===== config.mk =====
export PLATFORM = sky130hd
export DESIGN_NAME = ffha_ctrl
export DESIGN_NICKNAME = d
export VERILOG_FILES = /design/src/design/ffha_pkg.sv /design/src/design/ffha_ctrl.sv
export SDC_FILE = /design/constraint.sdc
export NUM_CORES = 1
export LEC_CHECK = 0
export BUFFER_PORTS_ARGS = -buffer_cell sky130_fd_sc_hd__buf_4
export CORE_UTILIZATION = 58
export DETAILED_ROUTE_END_ITERATION = 10
export PLACE_DENSITY = 0.85
export SLEW_MARGIN = 20
export SYNTH_ARGS = -nofsm -noshare
export SYNTH_HDL_FRONTEND = slang
export SYNTH_SLANG_ARGS = --single-unit

===== constraint.sdc =====
create_clock -name i_clk -period 3.8 [get_ports i_clk]
set_input_delay 0.38 -clock i_clk [delete_from_list [all_inputs] [get_ports i_clk]]
set_output_delay 0.38 -clock i_clk [all_outputs]
set_load 0.02 [all_outputs]

===== src/design/ffha_pkg.sv =====
`default_nettype none
package ffha_pkg;

    localparam int MAX_BLOCKS   = 64;
    localparam int HEADER_BYTES = 24;
    localparam int PAGE_BYTES   = 4096;
    localparam int MIN_PAYLOAD  = 16;
    localparam int GUARD_BYTES  = 4;
    localparam int IDX_W        = $clog2(MAX_BLOCKS + 1);
    localparam int SLOT_W       = $clog2(MAX_BLOCKS);
    localparam logic [IDX_W-1:0] NONE_IDX = IDX_W'(MAX_BLOCKS);

    typedef enum logic [2:0] {
        ST_OK         = 3'd0,
        ST_ZERO       = 3'd1,
        ST_NO_SPACE   = 3'd2,
        ST_TABLE_FULL = 3'd3,
        ST_INVALID    = 3'd4
    } t_status;

    localparam logic REQ_ALLOC = 1'b0;

    typedef struct packed {
        logic        req_type;
        logic [23:0] req_size;
        logic [31:0] free_address;
    } t_in_item;

    typedef struct packed {
        logic [31:0] grant_address;
        logic [2:0]  status;
        logic [31:0] alloc_total;
        logic [31:0] free_total;
        logic [31:0] live_count;
        logic [31:0] live_bytes;
        logic [31:0] peak_count;
        logic [31:0] peak_live_bytes;
        logic [31:0] leak_count;
    } t_out_item;

    typedef enum logic [4:0] {
        CMD_NONE,
        CMD_LOAD,
        CMD_ST_ZERO,
        CMD_ST_NOSPACE,
        CMD_ST_FULL,
        CMD_ST_INVALID,
        CMD_RD_CUR,
        CMD_ADVANCE,
        CMD_TAKE,
        CMD_SPLIT_NEW,
        CMD_SPLIT_PREV,
        CMD_SPLIT_OWN,
        CMD_G_END,
        CMD_APPEND,
        CMD_APP_LINK,
        CMD_RD_K,
        CMD_K_INC,
        CMD_F_MARK,
        CMD_RD_NX,
        CMD_F_MNX,
        CMD_F_N2,
        CMD_F_N3,
        CMD_RD_PV,
        CMD_F_MPV,
        CMD_F_P2,
        CMD_F_P3,
        CMD_EMIT
    } t_cmd;

    typedef struct packed {
        logic is_alloc;
        logic req_zero;
        logic cur_none;
        logic fit;
        logic split_ok;
        logic next_ok;
        logic prev_ok;
        logic link_ok;
        logic rd_free;
        logic hit;
        logic k_done;
        logic no_space;
        logic no_slot;
        logic out_free;
    } t_dp_status;

endpackage
`default_nettype wire


===== src/design/ffha_ctrl.sv =====
`default_nettype none
module ffha_ctrl
    import ffha_pkg::*;
(
    input  wire         i_clk,
    input  wire         i_rst_n,
    input  wire         i_in_valid,
    input  t_dp_status  i_st,
    output logic        o_in_stall,
    output t_cmd        o_cmd
);

    typedef enum logic [4:0] {
        S_IDLE, S_DISP, S_A_RD, S_A_CHK, S_SPLIT_NXP, S_SPLIT_OWN,
        S_G_END, S_G_CHK, S_APP_LINK, S_F_RD, S_F_CHK, S_F_NRD, S_F_NCHK,
        S_F_N2, S_F_N3, S_F_PRD, S_F_PCHK, S_F_P2, S_F_P3, S_OUT
    } t_state;

    t_state r_state, n_state;

    always_comb begin
        n_state = r_state;
        o_cmd   = CMD_NONE;
        case (r_state)
            S_IDLE: begin
                if (i_in_valid) begin
                    o_cmd   = CMD_LOAD;
                    n_state = S_DISP;
                end
            end
            S_DISP: begin
                if (!i_st.is_alloc) begin
                    n_state = S_F_RD;
                end else if (i_st.req_zero) begin
                    o_cmd   = CMD_ST_ZERO;
                    n_state = S_OUT;
                end else begin
                    n_state = S_A_RD;
                end
            end
            S_A_RD: begin
                if (i_st.cur_none) begin
                    n_state = S_G_END;
                end else begin
                    o_cmd   = CMD_RD_CUR;
                    n_state = S_A_CHK;
                end
            end
            S_A_CHK: begin
                if (i_st.fit && i_st.split_ok) begin
                    o_cmd   = CMD_SPLIT_NEW;
                    n_state = S_SPLIT_NXP;
                end else if (i_st.fit) begin
                    o_cmd   = CMD_TAKE;
                    n_state = S_OUT;
                end else begin
                    o_cmd   = CMD_ADVANCE;
                    n_state = S_A_RD;
                end
            end
            S_SPLIT_NXP: begin
                if (i_st.next_ok) begin
                    o_cmd = CMD_SPLIT_PREV;
                end
                n_state = S_SPLIT_OWN;
            end
            S_SPLIT_OWN: begin
                o_cmd   = CMD_SPLIT_OWN;
                n_state = S_OUT;
            end
            S_G_END: begin
                o_cmd   = CMD_G_END;
                n_state = S_G_CHK;
            end
            S_G_CHK: begin
                if (i_st.no_space) begin
                    o_cmd   = CMD_ST_NOSPACE;
                    n_state = S_OUT;
                end else if (i_st.no_slot) begin
                    o_cmd   = CMD_ST_FULL;
                    n_state = S_OUT;
                end else begin
                    o_cmd   = CMD_APPEND;
                    n_state = S_APP_LINK;
                end
            end
            S_APP_LINK: begin
                if (i_st.link_ok) begin
                    o_cmd = CMD_APP_LINK;
                end
                n_state = S_OUT;
            end
            S_F_RD: begin
                if (i_st.k_done) begin
                    o_cmd   = CMD_ST_INVALID;
                    n_state = S_OUT;
                end else begin
                    o_cmd   = CMD_RD_K;
                    n_state = S_F_CHK;
                end
            end
            S_F_CHK: begin
                if (i_st.hit) begin
                    o_cmd   = CMD_F_MARK;
                    n_state = S_F_NRD;
                end else begin
                    o_cmd   = CMD_K_INC;
                    n_state = S_F_RD;
                end
            end
            S_F_NRD: begin
                if (i_st.next_ok) begin
                    o_cmd   = CMD_RD_NX;
                    n_state = S_F_NCHK;
                end else begin
                    n_state = S_F_PRD;
                end
            end
            S_F_NCHK: begin
                if (i_st.rd_free) begin
                    o_cmd   = CMD_F_MNX;
                    n_state = S_F_N2;
                end else begin
                    n_state = S_F_PRD;
                end
            end
            S_F_N2: begin
                o_cmd   = CMD_F_N2;
                n_state = S_F_N3;
            end
            S_F_N3: begin
                if (i_st.next_ok) begin
                    o_cmd = CMD_F_N3;
                end
                n_state = S_F_PRD;
            end
            S_F_PRD: begin
                if (i_st.prev_ok) begin
                    o_cmd   = CMD_RD_PV;
                    n_state = S_F_PCHK;
                end else begin
                    n_state = S_OUT;
                end
            end
            S_F_PCHK: begin
                if (i_st.rd_free) begin
                    o_cmd   = CMD_F_MPV;
                    n_state = S_F_P2;
                end else begin
                    n_state = S_OUT;
                end
            end
            S_F_P2: begin
                o_cmd   = CMD_F_P2;
                n_state = S_F_P3;
            end
            S_F_P3: begin
                if (i_st.next_ok) begin
                    o_cmd = CMD_F_P3;
                end
                n_state = S_OUT;
            end
            S_OUT: begin
                if (i_st.out_free) begin
                    o_cmd   = CMD_EMIT;
                    n_state = S_IDLE;
                end
            end
            default: begin
                n_state = S_IDLE;
            end
        endcase
    end

    assign o_in_stall = (r_state != S_IDLE);

    always_ff @(posedge i_clk) begin
        if (!i_rst_n) begin
            r_state <= S_IDLE;
        end else begin
            r_state <= n_state;
        end
    end

endmodule
`default_nettype wire


* Word-level counts from Yosys, hierarchy flattened
Index checks and enable logic that the tools add are counted.
Word-level totals: input bits 17, output and inout bits 6, bits in registers 5
Cells by class: reductions and logical operators 5, muxes and demuxes 36, equality and inequality tests 21
Operators with widths (number):
- $pmux 5 s20 | 1
- $pmux 5 s18 | 1
- $mux 5 | 16
- $eq 5x4->1 const B | 8
- $mux 4 | 7
- $eq 5x3->1 const B | 4
- $eq 5x5->1 const B | 4
- $mux 2 | 7
- $eq 5x2->1 const B | 2
- $mux 3 | 2
- $eq 5x1->1 const B | 1
- $logic_not 5->1 | 1
- $reduce_bool 5->1 | 1
- $ne 2x2->1 const B | 2
- $reduce_or 3->1 | 1
- $mux 1 | 2
- $reduce_and 2->1 | 1
- $logic_and 1x1->1 | 1

* Logic depth before layout (Yosys ltp)
Gate-level depths: netlist (run 1).
word-level depth 3, gate-level depth with buffers 7

* Worst setup path before layout (run 1)
Ideal clock, no wire load.
path kind reg2out, start point register r_state[2], end point output port o_cmd[1], slack 1.895 ns, data arrival time 1.525 ns, stages on the path, launching flop included 7, buffers on the path 3, cells stage by stage dfxtp_1 > buf_4 > buf_2 > buf_2 > a31oi_1 > o32a_1 > o2111ai_1
Between the ends: longest elaborated chain between the ends 2, elaborated cells on any way between the ends 21
RTL lines:
- start, declared | line ffha_ctrl.sv:19 | t_state r_state, n_state;
- start signal, assigned | line ffha_ctrl.sv:181 | r_state <= n_state;
- $eq 5x5->1, or another cell as far along | line ffha_ctrl.sv:24 | case (r_state)
- $pmux 5 s20 (*) | line ffha_ctrl.sv:24
- end, declared | line ffha_ctrl.sv:10 | output t_cmd o_cmd
Mark *: on every way between the ends. The rest lies on a longest branch, timed or not.

* Final worst setup path (run 1)
start point register r_state[1], end point output port o_cmd[0]
Same word-level chain as after synthesis.

==> metrics.txt, run 1 <==
Worst Path Required 3.42 ns; most flop-heavy register r_state; Mapped Nets 165; fmax 0.347 GHz; number of synthesized register bits 5; clk slew on worst S/H paths 0.05 ns; sequential-to-total area share from yosys stat 9.59%; Final Max Tran Viols 0; Antenna Nets Post-Route 0; routed length on met2 1.42 mm; initial antenna violation count 0; Critical Path AT 2.50 ns; I/O Buffers 22; power per standard cell area 680 nW/um^2; worst-path fanout max 36; syn_area_per_cell 7.05 sq um; Post-CTS Hold Buffers 0; Max-Cap Viols 0; highest routed layer met4; Root Buffer clkbuf_4; vias in the first global route between 1,000 and 1,500; Top Registers r_state (5); vias 1,271; fin crit period 2.88 ns; area of the multi-input gates ~840 sq um; total grt overflow 0; post-CTS sizing 0; first-pass GRT wire length 5.18 mm; Most used DFF post-synth dfxtp_1; critical path launch point type flip-flop; GRT Overall Usage 35.2%; final hold violation count 0; clock skew after layout 0.00286 ns; placed insts 179; status complete, no violations; Largest register FFs 5; ANT cells 0; final worst slack 0.916 ns; M1 WL between 1 and 1.5 mm; Post-Layout Cell Count 183; # rows 14; # IOs 23; core area 1590 sq um; Area Growth Syn to Fin 12.9%; cell area after synthesis between 1000 and 1500 sq um; synth warn 0; pin count of the biggest net entering global routing 37; critical path type reg2out; Post-DP HPWL 2.19 mm; Fillers around 150; GP Congestion 0.913; RSZ-0062 raised after global routing no; clock buffer depth 2; EDFF count, synth 0; WL/cell 17.1 microns; Slew HR 28.0%; die area 1970 sq um; worst hold path type in2reg; Async SR Flop Fraction 0%; htree depth 1; post-synthesis instance total 148; # setup viols final 0; DR vias/cell between 6 and 7; Hold Slack ~0.37 ns; critical path endpoint category output port; Die Ht between 40 and 50 microns; TritonCTS Buffers 3; Total Wirelength 3.12 mm; Pleak 0.458 nW; Sequential Area 101 sq um; fraction of layout cells with a size suffix above 1 19.5%; Unique masters post-synth 53; WL met3 between 300 and 400 microns; CTS tree done; setup bufs post-CTS 0; Die X ~44 microns; final net count 177; Final period util 75.9%; Starting Density around 65%; Setup TNS 0 ns; later-pin clock latency in the skew report 0.25 ns; 1st-pass router iterations 6; VDD IR-drop max 368 uV; # DRC 0; starting DRC count in detailed routing 89; worst-margin pin slew 1.08 ns; Place WS 1.23 ns; Clock Sinks 5
## layout by cell type (no fill, tap or decap), types with 4 or more instances in the layout
| master | n |
|---|---|
| inv_1 | 5 |
| o21ai_1 | 4 |
| nor2_1 | 6 |
| nor3b_1 | 4 |
| nand2_1 | 14 |
| nor3_1 | 5 |
| nor2b_1 | 5 |
| dfxtp_1 | 4 |
| a211oi_1 | 4 |
| buf_4 | 22 |
| a21oi_1 | 4 |
| nand2b_1 | 5 |
| o21ai_0 | 10 |
| nand3b_1 | 6 |
| a31oi_1 | 6 |
## cells in the mapped netlist (2+ instances only)
library cell | count | area share (%)
nand2_1 | 14 | 5.0
buf_2 | 10 | 4.8
o21ai_0 | 10 | 4.8
a31oi_1 | 6 | 3.6
nand3b_1 | 6 | 4.3
nor2_1 | 6 | 2.2
dfxtp_1 | 5 | 9.6
inv_1 | 5 | 1.8
nand2b_1 | 5 | 3.0
nor2b_1 | 5 | 3.0
nor3_1 | 5 | 2.4
a211oi_1 | 4 | 2.9
a21oi_1 | 4 | 1.9
nor3b_1 | 4 | 2.9
o21ai_1 | 4 | 1.9
a211o_1 | 3 | 2.5
a21o_1 | 3 | 2.2
and3_1 | 3 | 1.8
buf_4 | 3 | 2.2
o2111ai_1 | 3 | 2.5
o211ai_1 | 3 | 2.2
nand4bb_1 | 2 | 2.2
nor4bb_1 | 2 | 1.9
o2111a_1 | 2 | 2.2
or2_2 | 2 | 1.2
or3_1 | 2 | 1.2
## power by group
part	leakage [nW]	internal (mW)	switching [mW]	total (mW)
logic	0.402	0.249	0.258	0.506
clock network	0.0150	0.0400	0.0262	0.0662
registers	0.0412	0.0733	0.156	0.229
total	0.458	0.362	0.440	0.802
## per-layer routing
layer  track usage (%)  vias to the layer above
met5                 0                        -
li1                  -                      595
met3              7.76                       12
met2              49.4                      102
met4              16.4                        0
met1              50.7                      562
## through the flow
stage / area (sq um) / util, % / power, mW
floorplan: 1040 / - / 0.594
global placement: 1150 / 72.2 / 0.707
detailed placement: 1150 / 72.2 / 0.721
CTS: 1180 / 73.9 / 0.791
global route: 1180 / 73.9 / 0.861
finish: 1180 / 73.9 / 0.802
## worst max-delay path: stages, from the launching register on
cell and delay (ns):
dfxtp_1 1.03, nor3_1 0.30, and3_1 0.29, a211o_1 0.24, a211o_1 0.22, buf_4 0.15
## cell families after synthesis
kind of cell	count (synthesis)	synth area share [%]
xor+xnor	1	0.839
flops	5	9.59
mux	1	0.959
compound gates	55	39.0
buf+inv	20	10.2
simple gates	66	39.4
## final timing paths
check	start	endpoint	slack (ns)	cells past startpoint
worst min-delay path	i_rst_n	r_state[1]	0.37	2
worst min register to register	r_state[0]	r_state[2]	0.90	1
worst max register to register	r_state[1]	r_state[1]	1.53	4
worst max-delay path	r_state[1]	o_cmd[0]	0.92	5
## cell type report
type | count | share of cell area (%)
Tap cell | 24 | 2.55
Clock buffer | 4 | 2.23
Timing Repair Buffer | 22 | 14.0
Sequential cell | 5 | 8.60
Multi-Input combinational cell | 123 | 71.0
Inverter | 5 | 1.59
No activity file was read; power rests on OpenSTA's default activity.
==> run 2: changes to the inputs <==
--- a/config.mk
+++ b/config.mk
@@ -6,9 +6,9 @@
 export NUM_CORES = 1
 export LEC_CHECK = 0
 export BUFFER_PORTS_ARGS = -buffer_cell sky130_fd_sc_hd__buf_4
-export CORE_UTILIZATION = 58
+export CORE_UTILIZATION = 54
 export DETAILED_ROUTE_END_ITERATION = 10
-export PLACE_DENSITY = 0.85
+export PLACE_DENSITY = 0.79
 export SLEW_MARGIN = 20
 export SYNTH_ARGS = -nofsm -noshare
 export SYNTH_HDL_FRONTEND = slang
==> constraint.sdc (replaced) <==
create_clock -name i_clk -period 2.7 [get_ports i_clk]
set_input_delay 0.27 -clock i_clk [delete_from_list [all_inputs] [get_ports i_clk]]
set_output_delay 0.27 -clock i_clk [all_outputs]
set_load 0.02 [all_outputs]
==> run 2 against run 1 <==
  * Sequential power increased by 10%
  * Largest cell class unchanged
  * Die area rose by 7.1%
  * Sequential share of layout area decreased by 0.47 points
  * Largest power group unchanged
  * Clock power rose by 30%
  * Highest routed layer unchanged
  * Clock skew fell by 0.0024 ns
  * Hold slack got worse by 0.094 ns
  * Worst setup slack worse by 0.65 ns
==> metrics.txt, run 2 (synthesis gave the netlist of run 1 again) <==
Total Wirelength 3.20 mm (+2.3%); R2R Setup Slk 0.64 ns (-0.89 ns); Final Max Tran Viols 0 (unchanged); GR met2 Demand/Resource 51.3% (+1.9 points); RSZ-0062 raised after global routing no; critical path type reg2out; Clock Sinks 5 (unchanged); # IOs 23 (unchanged); worst hold path type in2reg; clock skew after layout 0.000454 ns (-0.00241 ns); clock buffer depth 2 (unchanged); Area Growth Syn to Fin 18.0%; first-pass GRT wire length 5.15 mm (-0.54%); Pleak 0.495 nW (+8.0%); die area 2110 sq um (+7.1%); fin crit period 2.43 ns; part of the power in combinational logic 71.4% (+8.2 points); commonest cells after routing, fill and taps aside buf_4, nand2_1, o21ai_0; Clock Power Share 7.3% (-1.0 points); final hold violation count 0 (unchanged); Starting Density 59.1% (-6.3 points); Die X 46.0 microns (+3.5%); setup bufs post-CTS 0 (unchanged); ANT cells 0 (unchanged); clk slew on worst S/H paths 0.04 ns (about the same); 1st-pass router iterations 5 (-1); area of the multi-input gates 837 sq um (unchanged); final design area excluding fillers 1230 sq um (+4.5%); later-pin clock latency in the skew report 0.24 ns (about the same); I/O Buffers 22 (unchanged); pin count of the biggest net entering global routing 25 (-32%); Seq pwr share 21.4% (-7.2 points); vias in the first global route 1,111 (+0.36%); Critical Path AT 2.16 ns (-0.34 ns); Largest register FFs 5 (unchanged); Switching Fraction 53.1% (-1.8 points); Final period util roughly nine tenths; CTS tree done; htree depth 1 (unchanged); VDD IR-drop max 742 uV (+100%); Post-CTS Hold Buffers 0 (unchanged); initial antenna violation count 0 (unchanged); placed cell area 1200 sq um (+4.7%); worst-path fanout max 24 (-33%); critical path launch point type flip-flop; critical path launch point r_state[1]; Antenna Nets Post-Route 0 (unchanged); starting DRC count in detailed routing 69 (-22%); total grt overflow 0 (unchanged); Post-DP HPWL 2.37 mm (+8.3%); worst r2r src r_state[3]; GRT Overall Usage 32.7% (-2.6 points); met3 usage 3.17% (-4.6 points); commonest non-fill, non-tap cell in the layout buf_4; power per standard cell area 959 nW/um^2 (+41%); Fillers 174 (+17%); hold path cells 2 (unchanged); Top Registers r_state (5); TritonCTS Buffers 3 (unchanged); Hold Path Origin i_rst_n; # setup viols final 0 (unchanged); vias 1,305 (+2.7%); reg2reg path depth 5 (+1); Sequential Area 100 sq um (-1.2%); Max-Cap Viols 0 (unchanged); status complete, no violations; Sw Pwr 626 uW (+42%); core area 1760 sq um (+11%); Root Buffer clkbuf_4; Hold Crit Endpoint r_state[1]; fraction of layout cells with a size suffix above 1 22.3% (+2.8 points); Worst Path Required 2.43 ns (-0.99 ns); most flop-heavy register r_state; Die Ht 46.0 microns (+3.5%); # DRC 0 (unchanged); critical path endpoint category output port; # rows 15 (+1); GRT met1 Usage 47.5% (-3.2 points); worst-margin pin slew 0.763 ns (-0.315 ns); GP Congestion 0.997 (+9.2%); Setup TNS 0 ns (unchanged); WL/cell 16.7 microns (-1.9%); Slew HR 49.1% (+21 points); DR vias/cell 6.83 (-1.6%); fmax 0.411 GHz; P_int 554 uW (+53%); post-CTS sizing 0 (unchanged); Most Crowded Layer GR met2; Final Core Density 69.8% (-4.2 points); r2r endpoint r_state[1]; final net count 184 (+4.0%)
## run 2: cell count changes in the layout (fill, tap and decap cells not counted)
cell,change
buf_4,+7
dfxtp_1,+1
dfxtp_2,-1
## run 2: metrics by stage
| step | cells | power [mW] | worst slack, ns | hold slack [ns] |
|---|---|---|---|---|
| 2_1_floorplan | 148 | 0.836 | 0.905 | 0.398 |
| 3_3_place_gp | 187 | 1.06 | 0.614 | 0.511 |
| 3_5_place_dp | 187 | 1.07 | 0.568 | 0.510 |
| 4_1_cts | 191 | 1.16 | 0.295 | 0.267 |
| 5_1_grt | 191 | 1.26 | 0.103 | 0.264 |
| 6_report | 191 | 1.18 | 0.267 | 0.273 |
## run 2: worst max-delay path by stage
stage / end / slack (ns) / cells after the start
after floorplan: o_cmd[1] / 0.91 / 6
after global placement: o_cmd[0] / 0.61 / 5
after detailed placement: o_cmd[0] / 0.57 / 5
after CTS: o_cmd[0] / 0.29 / 5
after global routing: o_cmd[1] / 0.10 / 5
final: o_cmd[0] / 0.27 / 5
## run 2: power by group through the flow
| stage | Clock [mW] | Sequential (mW) | Combinational [mW] |
|---|---|---|---|
| finish | 0.0858 | 0.252 | 0.842 |
| global route | 0.0952 | 0.267 | 0.899 |
| CTS | 0.0879 | 0.247 | 0.828 |
| detailed placement | 0 | 0.250 | 0.821 |
| global placement | 0 | 0.245 | 0.817 |
| floorplan | 0 | 0.130 | 0.706 |
## run 2: metal layers
metal	up-vias	routed length (microns)
met3	6	287
met4	0	37
met1	605	1400
met5	-	0
li1	609	-
met2	85	1470
## run 2: layout make-up
cell class / instances / share of cell area (%)
multi-input cells: 123 / 68.0
clock buffers: 4 / 2.13
flip-flops and latches: 5 / 8.13
inverters: 5 / 1.52
well taps: 25 / 2.54
repair buffers: 29 / 17.7
## run 2: critical path, stage by stage (launching register included)
cell     delay, ns
dfxtp_1       0.77
nor3_1        0.27
and3_1        0.27
a211o_1       0.23
a211o_1       0.22
buf_4         0.15
==> run 3: changes to the inputs <==
==> constraint.sdc (replaced) <==
create_clock -name i_clk -period 2.7 [get_ports i_clk]
set_input_delay 0.54 -clock i_clk [delete_from_list [all_inputs] [get_ports i_clk]]
set_output_delay 0.54 -clock i_clk [all_outputs]
set_load 0.02 [all_outputs]
==> run 3 against run 2 <==
  * Fmax is 6.1% lower
  * Largest power group unchanged
  * Die area stayed put
  * Routed wire length is 5.5% higher
  * Worst setup slack worse by 0.16 ns
==> metrics.txt, run 3 (synthesis gave the netlist of run 1 again) <==
Setup TNS 0 ns (unchanged); vias 1,337 (+2.5%); worst-margin pin slew 0.710 ns (-0.0535 ns); TritonCTS Buffers 3 (unchanged); later-pin clock latency in the skew report 0.24 ns (about the same); CTS tree done; vias in the first global route 1,125 (+1.3%); Root Buffer clkbuf_4; final hold violation count 0 (unchanged); final net count 185 (+0.54%); worst-path fanout max 15 (-38%); Max stage delay on crit path 0.65 ns (-0.12 ns); Final Max Tran Viols 0 (unchanged); RSZ-0062 raised after global routing no; fin crit period 2.59 ns (+0.158 ns); placed insts 188 (+0.53%); final worst slack 0.109 ns (-0.158 ns); delay-heaviest family, CP flip-flops; Antenna Nets Post-Route 0 (unchanged); core area 1760 sq um (unchanged); Post-Layout Cell Count 192 (+0.52%); Critical Path AT 2.05 ns (-0.11 ns); Post-CTS Hold Buffers 0 (unchanged); worst hold path type in2reg; Post-DP HPWL 2.53 mm (+6.6%); most flop-heavy register r_state; post-CTS sizing 0 (unchanged); # rows 15 (unchanged); GP Congestion 1.00 (+0.45%); status complete, no violations; Hold Path Origin i_rst_n; # IOs 23 (unchanged); Place WS 0.401 ns (-0.167 ns); Total Wirelength 3.37 mm (+5.5%); slowest CP cell dfxtp_1; DR vias/cell 6.96 (+1.9%); htree depth 1 (unchanged); Worst Path Required 2.16 ns (-0.27 ns); setup bufs post-CTS 0 (unchanged); first-pass GRT wire length 5.20 mm (+0.93%); Slew HR 52.3% (+3.3 points); I/O Buffers 22 (unchanged); Largest register FFs 5 (unchanged); WL/cell 17.6 microns (+5.0%); Die X 46.0 microns (unchanged); Pleak 0.501 nW (+1.1%); Starting Density 59.1% (unchanged); critical path launch point r_state[3]; Area Growth Syn to Fin 18.7%; Die Ht 46.0 microns (unchanged); commonest cells after routing, fill and taps aside buf_4, nand2_1, o21ai_0; critical path launch point type flip-flop; WP buf/inv 1 (unchanged); Clock Sinks 5 (unchanged); Final period util 96.0% (+5.8 points); clk slew on worst S/H paths 0.05 ns (about the same); CP cell instances nor3_1 -> and3_1 -> a211o_1 -> a211o_1 -> buf_4; fraction of layout cells with a size suffix above 1 22.8% (+0.47 points); initial antenna violation count 0 (unchanged); critical path type reg2out; GRT Overall Usage 33.5% (+0.78 points); clock buffer depth 2 (unchanged); worst r2r src r_state[3]; fmax 0.386 GHz (-6.1%); die area 2110 sq um (unchanged); power per standard cell area 967 nW/um^2 (+0.84%); commonest non-fill, non-tap cell in the layout buf_4; Final Core Density 70.2% (+0.43 points); starting DRC count in detailed routing 101 (+46%); # setup viols final 0 (unchanged); Top Registers r_state (5); most frequent CP cell a211o_1; 1st-pass router iterations 7 (+2); # DRC 0 (unchanged); pin count of the biggest net entering global routing 24 (-4.0%); ANT cells 0 (unchanged); VDD IR-drop max 508 uV (-31%); critical path endpoint category output port; Hold Slack 0.557 ns (+0.284 ns); total grt overflow 0 (unchanged); Max-Cap Viols 0 (unchanged); clock skew after layout 0.000456 ns (+0.00000222 ns)
run 3: changes by cell type in the layout (fill, tap and decap cells not counted), sizes merged:
cell	change
buf	+1
run 3: worst paths after layout:
path / endpoint / slack, ns / depth (start not counted)
max: o_cmd[0] / 0.11 / 5
min: r_state[1] / 0.56 / 2
max reg2reg: r_state[0] / 0.59 / 5
min reg2reg: r_state[3] / 0.80 / 2
run 3: report_power, final:
group          leakage, nW  internal (mW)  switching (mW)  total, mW
sequential          0.0410          0.102          0.0847      0.186
clock               0.0150         0.0561          0.0340     0.0901
combinational        0.445          0.397           0.524      0.921
total                0.501          0.555           0.643       1.20
run 3: layout make-up:
class	instances	area (sq um)
inverter	5	18.8
multi-input combinational	123	837
fill	153	526
tap	25	31.3
clock buffer	4	26.3
timing repair buffer	30	225
sequential	5	100
run 3: metal layers:
layer  vias to the layer above  part of all wire [%]  GRT usage, %
met5                         -                     0             0
met4                         0                   1.6          8.82
met3                         8                    11          7.14
met2                       106                    45          52.7
met1                       609                    42          45.6
li1                        614                     -             -
run 3: metrics by stage:
| stage | instance area, sq um | power (mW) |
|---|---|---|
| after floorplan | 1040 | 0.836 |
| after global placement | 1210 | 1.08 |
| after detailed placement | 1210 | 1.08 |
| after CTS | 1240 | 1.18 |
| after global routing | 1240 | 1.27 |
| final | 1240 | 1.20 |
